### src/design/command_frame_deframer_defines.svh
// assertion macros for the command frame deframer
// expects clk and rst in the scope of the module that uses them
`ifndef COMMAND_FRAME_DEFRAMER_DEFINES_SVH
`define COMMAND_FRAME_DEFRAMER_DEFINES_SVH

// same-cycle implication, off during reset
`define CFD_ASSERT_SAME(lbl, ante, cons, msg) \
  lbl: assert property (@(posedge clk) disable iff (rst) (ante) |-> (cons)) \
    else $error(msg);

// next-cycle implication, off during reset
`define CFD_ASSERT_NEXT(lbl, ante, cons, msg) \
  lbl: assert property (@(posedge clk) disable iff (rst) (ante) |=> (cons)) \
    else $error(msg);

`endif

### src/design/cfd_pkg.sv
// shared types and constants of the command frame deframer
// no dependencies
package cfd_pkg;

  // frame parser phase, one-hot
  typedef enum logic [5:0] {
    PH_HUNT_LO = 6'b000001,
    PH_HUNT_HI = 6'b000010,
    PH_HEADER  = 6'b000100,
    PH_BODY    = 6'b001000,
    PH_SUM_LO  = 6'b010000,
    PH_SUM_HI  = 6'b100000
  } phase_t;

  // data type codes
  localparam logic [15:0] TYPE_START  = 16'h20F0;
  localparam logic [15:0] TYPE_STOP   = 16'h2010;
  localparam logic [15:0] TYPE_CONFIG = 16'h0000;

  // device id after reset
  localparam logic [15:0] DEVICE_ID_RESET = 16'h0046;

  // header byte positions
  localparam logic [15:0] HDR_FIRST  = 16'd2;
  localparam logic [15:0] HDR_LEN_LO = 16'd6;
  localparam logic [15:0] HDR_LEN_HI = 16'd7;

  // body byte positions of the type and count words
  localparam logic [15:0] BODY_TYPE_LO  = 16'd0;
  localparam logic [15:0] BODY_TYPE_HI  = 16'd1;
  localparam logic [15:0] BODY_COUNT_LO = 16'd2;
  localparam logic [15:0] BODY_COUNT_HI = 16'd3;

  // shortest body that holds a count word
  localparam logic [15:0] CONFIG_MIN_LEN = 16'd4;

endpackage

### src/design/command_frame_deframer.sv
// command frame deframer: byte parser with an input stage and a result register
// depends on cfd_pkg and command_frame_deframer_defines.svh
//
// Usage:
//   Input channel in_valid / in_ready / rx_byte moves one received byte per word.
//   The block hunts for the device id (low byte first), skips the 8-byte header
//   after reading the length at bytes 6-7, sums the body and checks the 16-bit checksum
//   (low byte = 8-bit sum, high byte 0). One result word leaves on out_valid / out_ready
//   when the last checksum byte of a frame has been handled; other bytes give no word.
//   cfg_write / cfg_data load the device id; it takes effect at the next hunt.
// Timing: the byte that ends a frame is parsed from the input register, and its result
//   word is loaded into the result register, which raises out_valid.
// Throughput: one byte per cycle while no frame-ending byte waits on out_ready, set by the
//   single parse stage between the input register and the result register.
// Reset: rst (synchronous) empties both stages, clears the logging and parameter
//   flags, loads device id 0x0046 and restarts the hunt.
// Stall: while a result word waits on out_ready, bytes that give no result are
//   still parsed; a byte that completes a frame waits in the input stage and
//   in_ready drops until the result register is free again.
`include "command_frame_deframer_defines.svh"

module command_frame_deframer (
  input  logic        clk,
  input  logic        rst,
  // configuration
  input  logic        cfg_write,
  input  logic [15:0] cfg_data,
  // byte input
  input  logic        in_valid,
  output logic        in_ready,
  input  logic [7:0]  rx_byte,
  // result output
  output logic        out_valid,
  input  logic        out_ready,
  output logic [15:0] data_type,
  output logic [15:0] body_length,
  output logic        checksum_ok,
  output logic        logging_on,
  output logic        params_received
);

  // device id register
  logic [15:0] device_id;

  // input stage
  logic       s1_valid;
  logic [7:0] s1_byte;

  // parser state
  cfd_pkg::phase_t phase, phase_next;
  logic [15:0] byte_position, byte_position_next;
  logic [15:0] frame_length, frame_length_next;
  logic [15:0] frame_type, frame_type_next;
  logic [15:0] payload_first_word, payload_first_word_next;
  logic [7:0]  running_sum, running_sum_next;
  logic [7:0]  received_sum_low, received_sum_low_next;
  logic        logging_flag, logging_flag_next;
  logic        params_flag, params_flag_next;

  // control
  logic        out_free;
  logic        proc;
  logic        res_load;
  logic        sum_ok;
  logic [15:0] pos_inc;
  logic [15:0] len_full;

  // only the frame-ending byte needs a free result register
  assign out_free = !out_valid || out_ready;
  assign proc     = s1_valid && (out_free || (phase != cfd_pkg::PH_SUM_HI));
  assign in_ready = !s1_valid || proc;
  assign pos_inc  = byte_position + 16'd1;
  assign len_full = {s1_byte, frame_length[7:0]};

  // device id
  always_ff @(posedge clk) begin
    if (rst) begin
      device_id <= cfd_pkg::DEVICE_ID_RESET;
    end else if (cfg_write) begin
      device_id <= cfg_data;
    end
  end

  // input register
  always_ff @(posedge clk) begin
    if (rst) begin
      s1_valid <= 1'b0;
    end else if (in_valid && in_ready) begin
      s1_valid <= 1'b1;
    end else if (proc) begin
      s1_valid <= 1'b0;
    end
  end

  always_ff @(posedge clk) begin
    if (in_valid && in_ready) begin
      s1_byte <= rx_byte;
    end
  end

  // parse one byte
  always_comb begin
    phase_next              = phase;
    byte_position_next      = byte_position;
    frame_length_next       = frame_length;
    frame_type_next         = frame_type;
    payload_first_word_next = payload_first_word;
    running_sum_next        = running_sum;
    received_sum_low_next   = received_sum_low;
    logging_flag_next       = logging_flag;
    params_flag_next        = params_flag;
    res_load                = 1'b0;
    sum_ok                  = (s1_byte == 8'h00) && (received_sum_low == running_sum);
    if (proc) begin
      unique case (phase)
        cfd_pkg::PH_HUNT_LO: begin
          if (s1_byte == device_id[7:0]) begin
            phase_next = cfd_pkg::PH_HUNT_HI;
          end
        end
        cfd_pkg::PH_HUNT_HI: begin
          if (s1_byte == device_id[15:8]) begin
            byte_position_next      = cfd_pkg::HDR_FIRST;
            frame_length_next       = 16'h0000;
            frame_type_next         = 16'h0000;
            payload_first_word_next = 16'h0000;
            running_sum_next        = 8'h00;
            received_sum_low_next   = 8'h00;
            phase_next              = cfd_pkg::PH_HEADER;
          end else if (s1_byte == device_id[7:0]) begin
            phase_next = cfd_pkg::PH_HUNT_HI;
          end else begin
            phase_next = cfd_pkg::PH_HUNT_LO;
          end
        end
        cfd_pkg::PH_HEADER: begin
          if (byte_position == cfd_pkg::HDR_LEN_HI) begin
            frame_length_next  = len_full;
            byte_position_next = 16'h0000;
            phase_next = (len_full == 16'h0000) ? cfd_pkg::PH_SUM_LO : cfd_pkg::PH_BODY;
          end else begin
            if (byte_position == cfd_pkg::HDR_LEN_LO) begin
              frame_length_next = {8'h00, s1_byte};
            end
            byte_position_next = pos_inc;
          end
        end
        cfd_pkg::PH_BODY: begin
          running_sum_next = running_sum + s1_byte;
          priority if (byte_position == cfd_pkg::BODY_TYPE_LO) begin
            frame_type_next = {8'h00, s1_byte};
          end else if (byte_position == cfd_pkg::BODY_TYPE_HI) begin
            frame_type_next = {s1_byte, frame_type[7:0]};
          end else if (byte_position == cfd_pkg::BODY_COUNT_LO) begin
            payload_first_word_next = {8'h00, s1_byte};
          end else if (byte_position == cfd_pkg::BODY_COUNT_HI) begin
            payload_first_word_next = {s1_byte, payload_first_word[7:0]};
          end else begin
            payload_first_word_next = payload_first_word;
          end
          byte_position_next = pos_inc;
          if (pos_inc == frame_length) begin
            phase_next = cfd_pkg::PH_SUM_LO;
          end
        end
        cfd_pkg::PH_SUM_LO: begin
          received_sum_low_next = s1_byte;
          phase_next            = cfd_pkg::PH_SUM_HI;
        end
        cfd_pkg::PH_SUM_HI: begin
          res_load = 1'b1;
          if (sum_ok) begin
            priority if (frame_type == cfd_pkg::TYPE_START) begin
              logging_flag_next = 1'b1;
              params_flag_next  = 1'b0;
            end else if (frame_type == cfd_pkg::TYPE_STOP) begin
              logging_flag_next = 1'b0;
              params_flag_next  = 1'b0;
            end else if (frame_type == cfd_pkg::TYPE_CONFIG) begin
              if ((frame_length >= cfd_pkg::CONFIG_MIN_LEN) &&
                  (payload_first_word != 16'h0000)) begin
                params_flag_next = 1'b1;
              end
            end else begin
              logging_flag_next = logging_flag;
            end
          end
          phase_next = cfd_pkg::PH_HUNT_LO;
        end
        default: begin
          phase_next = cfd_pkg::PH_HUNT_LO;
        end
      endcase
    end
  end

  // parser state registers
  always_ff @(posedge clk) begin
    if (rst) begin
      phase              <= cfd_pkg::PH_HUNT_LO;
      byte_position      <= 16'h0000;
      frame_length       <= 16'h0000;
      frame_type         <= 16'h0000;
      payload_first_word <= 16'h0000;
      running_sum        <= 8'h00;
      received_sum_low   <= 8'h00;
      logging_flag       <= 1'b0;
      params_flag        <= 1'b0;
    end else begin
      phase              <= phase_next;
      byte_position      <= byte_position_next;
      frame_length       <= frame_length_next;
      frame_type         <= frame_type_next;
      payload_first_word <= payload_first_word_next;
      running_sum        <= running_sum_next;
      received_sum_low   <= received_sum_low_next;
      logging_flag       <= logging_flag_next;
      params_flag        <= params_flag_next;
    end
  end

  // result register
  always_ff @(posedge clk) begin
    if (rst) begin
      out_valid <= 1'b0;
    end else if (res_load) begin
      out_valid <= 1'b1;
    end else if (out_ready) begin
      out_valid <= 1'b0;
    end
  end

  always_ff @(posedge clk) begin
    if (res_load) begin
      data_type       <= frame_type;
      body_length     <= frame_length;
      checksum_ok     <= sum_ok;
      logging_on      <= logging_flag_next;
      params_received <= params_flag_next;
    end
  end

  // checks
  `CFD_ASSERT_NEXT(a_result_after_sum, proc && (phase == cfd_pkg::PH_SUM_HI), out_valid,
    "frame end gave no result word")
  `CFD_ASSERT_SAME(a_flags_match, out_valid,
    (logging_on == logging_flag) && (params_received == params_flag),
    "pending result flags differ from flag state")
  `CFD_ASSERT_SAME(a_body_in_range, phase == cfd_pkg::PH_BODY, byte_position < frame_length,
    "body position past frame length")
  `CFD_ASSERT_SAME(a_header_in_range, phase == cfd_pkg::PH_HEADER,
    (byte_position >= cfd_pkg::HDR_FIRST) && (byte_position <= cfd_pkg::HDR_LEN_HI),
    "header position out of range")

endmodule
### config.mk
export PLATFORM = sky130hd
export DESIGN_NAME = command_frame_deframer
export DESIGN_NICKNAME = d
export VERILOG_FILES = /design/src/design/cfd_pkg.sv /design/src/design/command_frame_deframer.sv
export VERILOG_INCLUDE_DIRS = /design/src /design/src/design
export SDC_FILE = /design/constraint.sdc
export NUM_CORES = 1
export LEC_CHECK = 0
export ABC_CLOCK_PERIOD_IN_PS = 4630
export BUFFER_PORTS_ARGS = -buffer_cell sky130_fd_sc_hd__buf_2
export CAP_MARGIN = 40
export CORE_UTILIZATION = 59
export DETAILED_ROUTE_END_ITERATION = 10
export PLACE_DENSITY = 0.8
export SLEW_MARGIN = 20
export SYNTH_ARGS = -nofsm -noshare
export SYNTH_HDL_FRONTEND = slang
export SYNTH_SLANG_ARGS = --single-unit
### constraint.sdc
create_clock -name clk -period 4.63 [get_ports clk]
set_input_delay 0.2315 -clock clk [delete_from_list [all_inputs] [get_ports clk]]
set_output_delay 0.2315 -clock clk [all_outputs]
set_load 0.005 [all_outputs]
==> reports/results.tsv, run 1 <==
stage	metric	value	unit
run_status	status	finished, final reports clean	
cts	cts_sinks	149	
job	maxCapViolCount	0	
setup_path	worst_path_max_delay_cell	edfxtp_1	
worst_hold_path	hold_class	in -> reg	
synthesis	synth_cells	723	
timing	fin_crit	2.96	ns
cts	insertion_delay	0.43	ns
cells_and_area	final_cells	933	
cells_and_area	nNetsFinal	821	
grt	gr-total-overflow	0	
synthesis	synth.distinct_cells	59	
setup_path	cp_cell_sequence	xor2_1 -> nor4_1 -> nand3_2 -> a31o_1 -> nor2_1 -> nand3b_1 -> a21oi_1	
floorplan	dieHeight	110	um
timing	setup_viol	0	
timing	finalHoldViolations	0	
synthesis	synthArstFlopShare	0	%
grt	grt_pass1_vias	5339	
timing	fin_crit_sh	64.0	%
setup_path	worst_setup_path_end_kind	register	
setup_path	startpoint	s1_byte[7]$_DFFE_PP_	
floorplan	ioPinCount	66	
cells_and_area	drive_above_1_share	14.8	%
setup_path	worstPathArrival	3.31	ns
timing	max_slew_margin	44.8	%
setup_path	startpoint_type	register	
cells_and_area	final_common_cell	dfxtp_1	
setup_path	critPathKind	reg -> reg	
grt	grt_pass1_wl	26700	um
floorplan	fp.dieW	110	um
cells_and_area	n_antenna_cell	0	
synthesis	synth.avg_cell_area	9.46	um2
setup_path	crit_end	byte_position[13]$_SDFFE_PP0P_	
timing	rsz0062_at_grt	no	
power	vdd_ir_drop_max	413	uV
cells_and_area	area_delta_synth_final	15.9	%
setup_path	max_stage_delay	0.68	ns
detailed_routing	routed_wirelength	17100	um
timing	slew_violations	0	
cts	cts_buffers	17	
placed_design	port-buffer-count	65	
cts	cts_resized	0	
detailed_routing	via_count	5762	
power	p_leak	3.05	nW
synthesis	syn-num-nets	764	
grt	grt_antenna_before_repair	0	
floorplan	rows	38	
cts	clk_pin_slew	0.06	ns
placed_design	post-dp-hpwl	11900	um
setup_path	reg2reg_from	s1_byte[7]$_DFFE_PP_	
setup_path	crit_fanout	18	
setup_path	rrSetupSlack	1.67	ns
synthesis	ys_seq_area_share	49.9	%
detailed_routing	drtPass1Iterations	5	
cells_and_area	final_cell_mix	106 x dfxtp_1, 75 x a21oi_1, 70 x nor2_1, 67 x buf_2, 50 x nand3_1	
synthesis	ys_warn_count	0	
grt	grt_max_degree	54	
detailed_routing	vias_per_cell	6.18	
timing	fmax	338	MHz
timing	tightestPinTransition	0.821	ns
floorplan	core	0.0111	mm2
cts	h-tree-depth	4	
detailed_routing	drtIter0Drc	598	
setup_path	rr_endpoint	byte_position[13]$_SDFFE_PP0P_	
synthesis	syn_area	0.00684	mm2
cts	max-clock-path-buffers	2	
detailed_routing	wire_per_inst	18.3	um
detailed_routing	route.detailed.drc	0	
timing	fin_setup_tns	0	ns
floorplan	floorplan.die_area	0.0120	mm2
synthesis	synth_edf_count	43	
detailed_routing	ant_nets	0	
cells_and_area	fin_area	0.00793	mm2
setup_path	worstRegToRegCells	7	
setup_path	required	4.98	ns
placed_design	dp.cells	891	
floorplan	start_util	61.8	%
cts	cts_setup_buffers	0	
placed_design	globalplace.congestion	0.926	
timing	finalClockSkew	0.00631	ns
power	p_per_area	361	mW/mm2
cts	cts_hold_buf	8	
synthesis	synth_flop_cell	dfxtp_1	
cts	cts_tree	done	
cts	ctsRootBufferMaster	clkbuf_16	
placed_design	placed_area	0.00724	mm2
grt	grt_usage	29.8	%
synthesis	ys_ff_latch	149	
==> through the flow <==
stage	hold slack [ns]	util, %	worst slack [ns]	power [W]
2_1_floorplan	0.330	-	1.11	0.00146
3_3_place_gp	0.409	65.0	1.72	0.00149
3_5_place_dp	0.410	65.3	1.71	0.00150
4_1_cts	0.0173	71.5	1.66	0.00287
5_1_grt	0.0195	71.6	1.52	0.00294
6_report	0.0197	71.6	1.67	0.00286
==> kinds of logic after synthesis <==
family,count (synthesis),share of synthesized area [%]
muxes,17,2.49
AOI/OAI and AO/OA,150,13.5
adders and majority gates,12,2.30
buffers and inverters,51,2.93
DFF,149,49.9
and+or+nand+nor,290,22.0
xor gates and xnor gates,54,6.91
==> metal layers <==
layer	up-vias	routed length (um)	global-route usage [%]
li1	2722	-	-
met1	2766	7400	38.3
met2	230	7980	47.8
met3	44	1230	8.65
met4	0	445	11.1
met5	-	0	0
==> Yosys cell counts (10+ instances only) <==
cell,number,area share (%)
nor3_1,11,0.80
clkbuf_1,35,1.9
mux2i_1,17,2.5
edfxtp_1,43,19
nor2_1,70,3.8
nand4_1,13,1.2
a22oi_1,25,2.7
ha_1,11,2.0
nand2_1,47,2.6
nand2b_1,22,2.0
o21ai_0,17,1.2
dfxtp_1,106,31
and3_1,10,0.91
nor4_1,24,2.2
nand3_1,50,3.7
xnor2_1,36,4.6
xor2_1,18,2.3
a21oi_1,75,5.5
==> layout make-up <==
| cell class | instances | area, um2 |
|---|---|---|
| Inverter | 8 | 30.0 |
| Clock buffer | 18 | 439 |
| Tap cell | 140 | 175 |
| Timing Repair Buffer | 81 | 480 |
| Sequential cell | 149 | 3410 |
| Clock inverter | 14 | 159 |
| Multi-Input combinational cell | 523 | 3240 |
| Fill cell | 810 | 3150 |
==> flip-flops by register name, indices dropped and copies added, names as in the netlist <==
| signal | cells |
|---|---|
| data_type | 16 |
| payload_first_word | 16 |
| out_valid | 1 |
| device_id | 16 |
| received_sum_low | 8 |
| phase | 6 |
| logging_flag | 1 |
| running_sum | 8 |
| frame_type | 16 |
| checksum_ok | 1 |
| s1_valid | 1 |
| logging_on | 1 |
| params_received | 1 |
| s1_byte | 8 |
| body_length | 16 |
| byte_position | 16 |
| frame_length | 16 |
| params_flag | 1 |
==> power breakdown <==
part | leakage, nW | switching, W | internal (W)
Combinational | 1.42 | 0.0000452 | 0.0000421
Sequential | 1.34 | 0.0000383 | 0.00135
Clock | 0.284 | 0.000530 | 0.000855
Total | 3.05 | 0.000613 | 0.00225
==> critical path: cells and delay by family, from the launching register on <==
family / cells / cell delay (ns)
simple gates: 4 / 1.29
flops: 1 / 0.68
compound gates: 2 / 0.66
xor+xnor: 1 / 0.25
==> worst min path at each step <==
stage,start,endpoint,slack [ns],cells after the start
after floorplan,rx_byte[0],s1_byte[0]$_DFFE_PP_,0.33,0
after detailed placement,rx_byte[4],s1_byte[4]$_DFFE_PP_,0.41,1
after global routing,cfg_data[2],device_id[2]$_SDFFE_PP1P_,0.02,3
final,cfg_data[2],device_id[2]$_SDFFE_PP1P_,0.02,3
after global placement,rx_byte[2],s1_byte[2]$_DFFE_PP_,0.41,1
after CTS,cfg_data[1],device_id[1]$_SDFFE_PP1P_,0.02,3
Power figures use the tool's default switching activity.
==> inputs of run 2 (changes only) <==
- ABC_CLOCK_PERIOD_IN_PS: 4630 -> 2750
- clock period: 4.63 -> 2.75 ns (I/O delays scaled with it)
==> run 2 against run 1 <==
Effect of this change:
- utilization increased by 3.1 points
- die area unchanged
- sequential power increased by 65%
- clock power grew 70%
- critical path depth unchanged
- worst setup slack got worse by 1.5 ns
- clock skew grew 0.0050 ns
- maximum frequency is 13% higher
- first-iteration DRC count grew 30%
- count of clock-buffer cells in the layout is 3 higher
- final cell count increased by 4.5%
- non-clock buffer count up 42
- largest cell class unchanged
==> reports/results.tsv, run 2 (same netlist as run 1, synthesis figures left out) <==
stage	metric	value	unit
run_status	status	finished, final reports clean	
cells_and_area	fin_area	0.00828	mm2
floorplan	fp.dieW	110	um
cells_and_area	n_antenna_cell	0	
setup_path	crit_family	simple AND/OR/NAND/NOR gates	
timing	fin_crit	2.61	ns
cells_and_area	nNetsFinal	863	
cells_and_area	drive_above_1_share	17.6	%
cts	clk_pin_slew	0.07	ns
setup_path	worst_path_max_delay_cell	nor4_1	
grt	grt_antenna_before_repair	0	
setup_path	max_stage_delay	0.53	ns
job	maxCapViolCount	0	
timing	fin_crit_sh	95.0	%
cells_and_area	area_delta_synth_final	21.0	%
grt	grt_max_degree	55	
cts	insertion_delay	0.43	ns
timing	setup_viol	0	
grt	grt_pass1_wl	29300	um
floorplan	core	0.0111	mm2
floorplan	ioPinCount	66	
timing	slew_violations	0	
grt	grt_pass1_vias	5654	
floorplan	start_util	61.8	%
cts	cts_sinks	149	
setup_path	worst-path-buf-inv	0	
power	p_leak	3.24	nW
setup_path	cp_cell_sequence	xor2_1 -> nor4_1 -> nand3_2 -> a31o_1 -> nand2b_4 -> or3_1 -> a21oi_1	
timing	rsz0062_at_grt	no	
cts	max-clock-path-buffers	2	
detailed_routing	route.detailed.drc	0	
detailed_routing	routed_wirelength	19300	um
detailed_routing	vias_per_cell	6.34	
setup_path	worst_setup_path_end_kind	register	
detailed_routing	ant_nets	0	
cts	cts_buffers	17	
detailed_routing	via_count	6177	
cells_and_area	multi_input_area	0.00324	mm2
cells_and_area	final_common_cell	dfxtp_1	
timing	max_slew_margin	46.9	%
cells_and_area	seqCellArea	0.00341	mm2
detailed_routing	drtIter0Drc	777	
setup_path	crit_fanout	10	
placed_design	dp.cells	915	
timing	fin_setup_tns	0	ns
cells_and_area	final_cell_mix	105 x dfxtp_1, 75 x a21oi_1, 70 x nor2_1, 67 x buf_2, 50 x nand3_1	
cts	h-tree-depth	4	
power	power	0.00488	W
placed_design	globalplace.congestion	0.904	
placed_design	placed_area	0.00740	mm2
cts	ctsRootBufferMaster	clkbuf_16	
setup_path	startpoint_type	register	
power	p_per_area	589	mW/mm2
floorplan	dieHeight	110	um
cells_and_area	fill_cells	734	
setup_path	rrSetupSlack	0.14	ns
timing	fmax	383	MHz
timing	tightestPinTransition	0.789	ns
timing	finalHoldViolations	0	
setup_path	critPathKind	reg -> reg	
detailed_routing	wire_per_inst	19.8	um
grt	gr-total-overflow	0	
cells_and_area	final_cells	975	
detailed_routing	drtPass1Iterations	7	
cts	cts_tree	done	
placed_design	post-dp-hpwl	12500	um
setup_path	worstPathArrival	2.97	ns
worst_hold_path	hold_class	in -> reg	
placed_design	port-buffer-count	65	
timing	finalClockSkew	0.0113	ns
floorplan	floorplan.die_area	0.0120	mm2
power	vdd_ir_drop_max	653	uV
grt	grt_usage	33.0	%
floorplan	rows	38	
setup_path	required	3.10	ns
==> run 2: cell count changes in the layout (fill, tap and decap cells not counted), sizes merged <==
cell,delta
bufinv,-2
inv,+2
dlygate4sd3,+17
clkbuf,+3
clkinv,-3
buf,+25
==> run 2: layout make-up <==
type	instances	area share, %
sequential	149	41.2
multi-input combinational	523	39.2
timing repair buffer	123	9.88
clock buffer	21	5.83
tap	140	2.12
clock inverter	11	1.41
inverter	8	0.363
==> run 2: worst paths after layout <==
path / from / depth (start not counted) / endpoint
max: s1_byte[6]$_DFFE_PP_ / 7 / byte_position[6]$_SDFFE_PP0P_
min: rst / 2 / frame_type[6]$_SDFFE_PP0P_
min reg2reg: payload_first_word[3]$_SDFFE_PP0P_ / 2 / payload_first_word[3]$_SDFFE_PP0P_
max reg2reg: s1_byte[6]$_DFFE_PP_ / 7 / byte_position[6]$_SDFFE_PP0P_
==> run 2: timing repair <==
action,4_1_cts,5_1_grt
endpoints found under the setup margin,0,7
endpoints found under the hold margin,25,0
hold buffers,25,0
buffers inserted,0,2
gates resized for setup,0,2
==> run 2: power breakdown <==
part           leakage (nW)  internal (W)  switching [W]
registers              1.34       0.00227      0.0000257
clock network         0.288       0.00137       0.000972
logic                  1.61      0.000100       0.000132
==> run 2: per-stage QoR <==
| stage | utilization, % | setup slack, ns | hold slack (ns) |
|---|---|---|---|
| 6_report | 74.7 | 0.138 | 0.154 |
| 5_1_grt | 74.7 | 0.0262 | 0.151 |
| 4_1_cts | 74.5 | 0.0929 | 0.133 |
| 3_5_place_dp | 66.8 | 0.141 | 0.316 |
| 3_3_place_gp | 66.8 | 0.0687 | 0.315 |
| 2_1_floorplan | - | 0.283 | 0.236 |
==> run 2: layer usage <==
layer  track usage [%]  wire length [um]
met2              52.0              8950
met4              14.0               626
met1              42.0              7640
met5                 0                 0
met3              10.2              2100
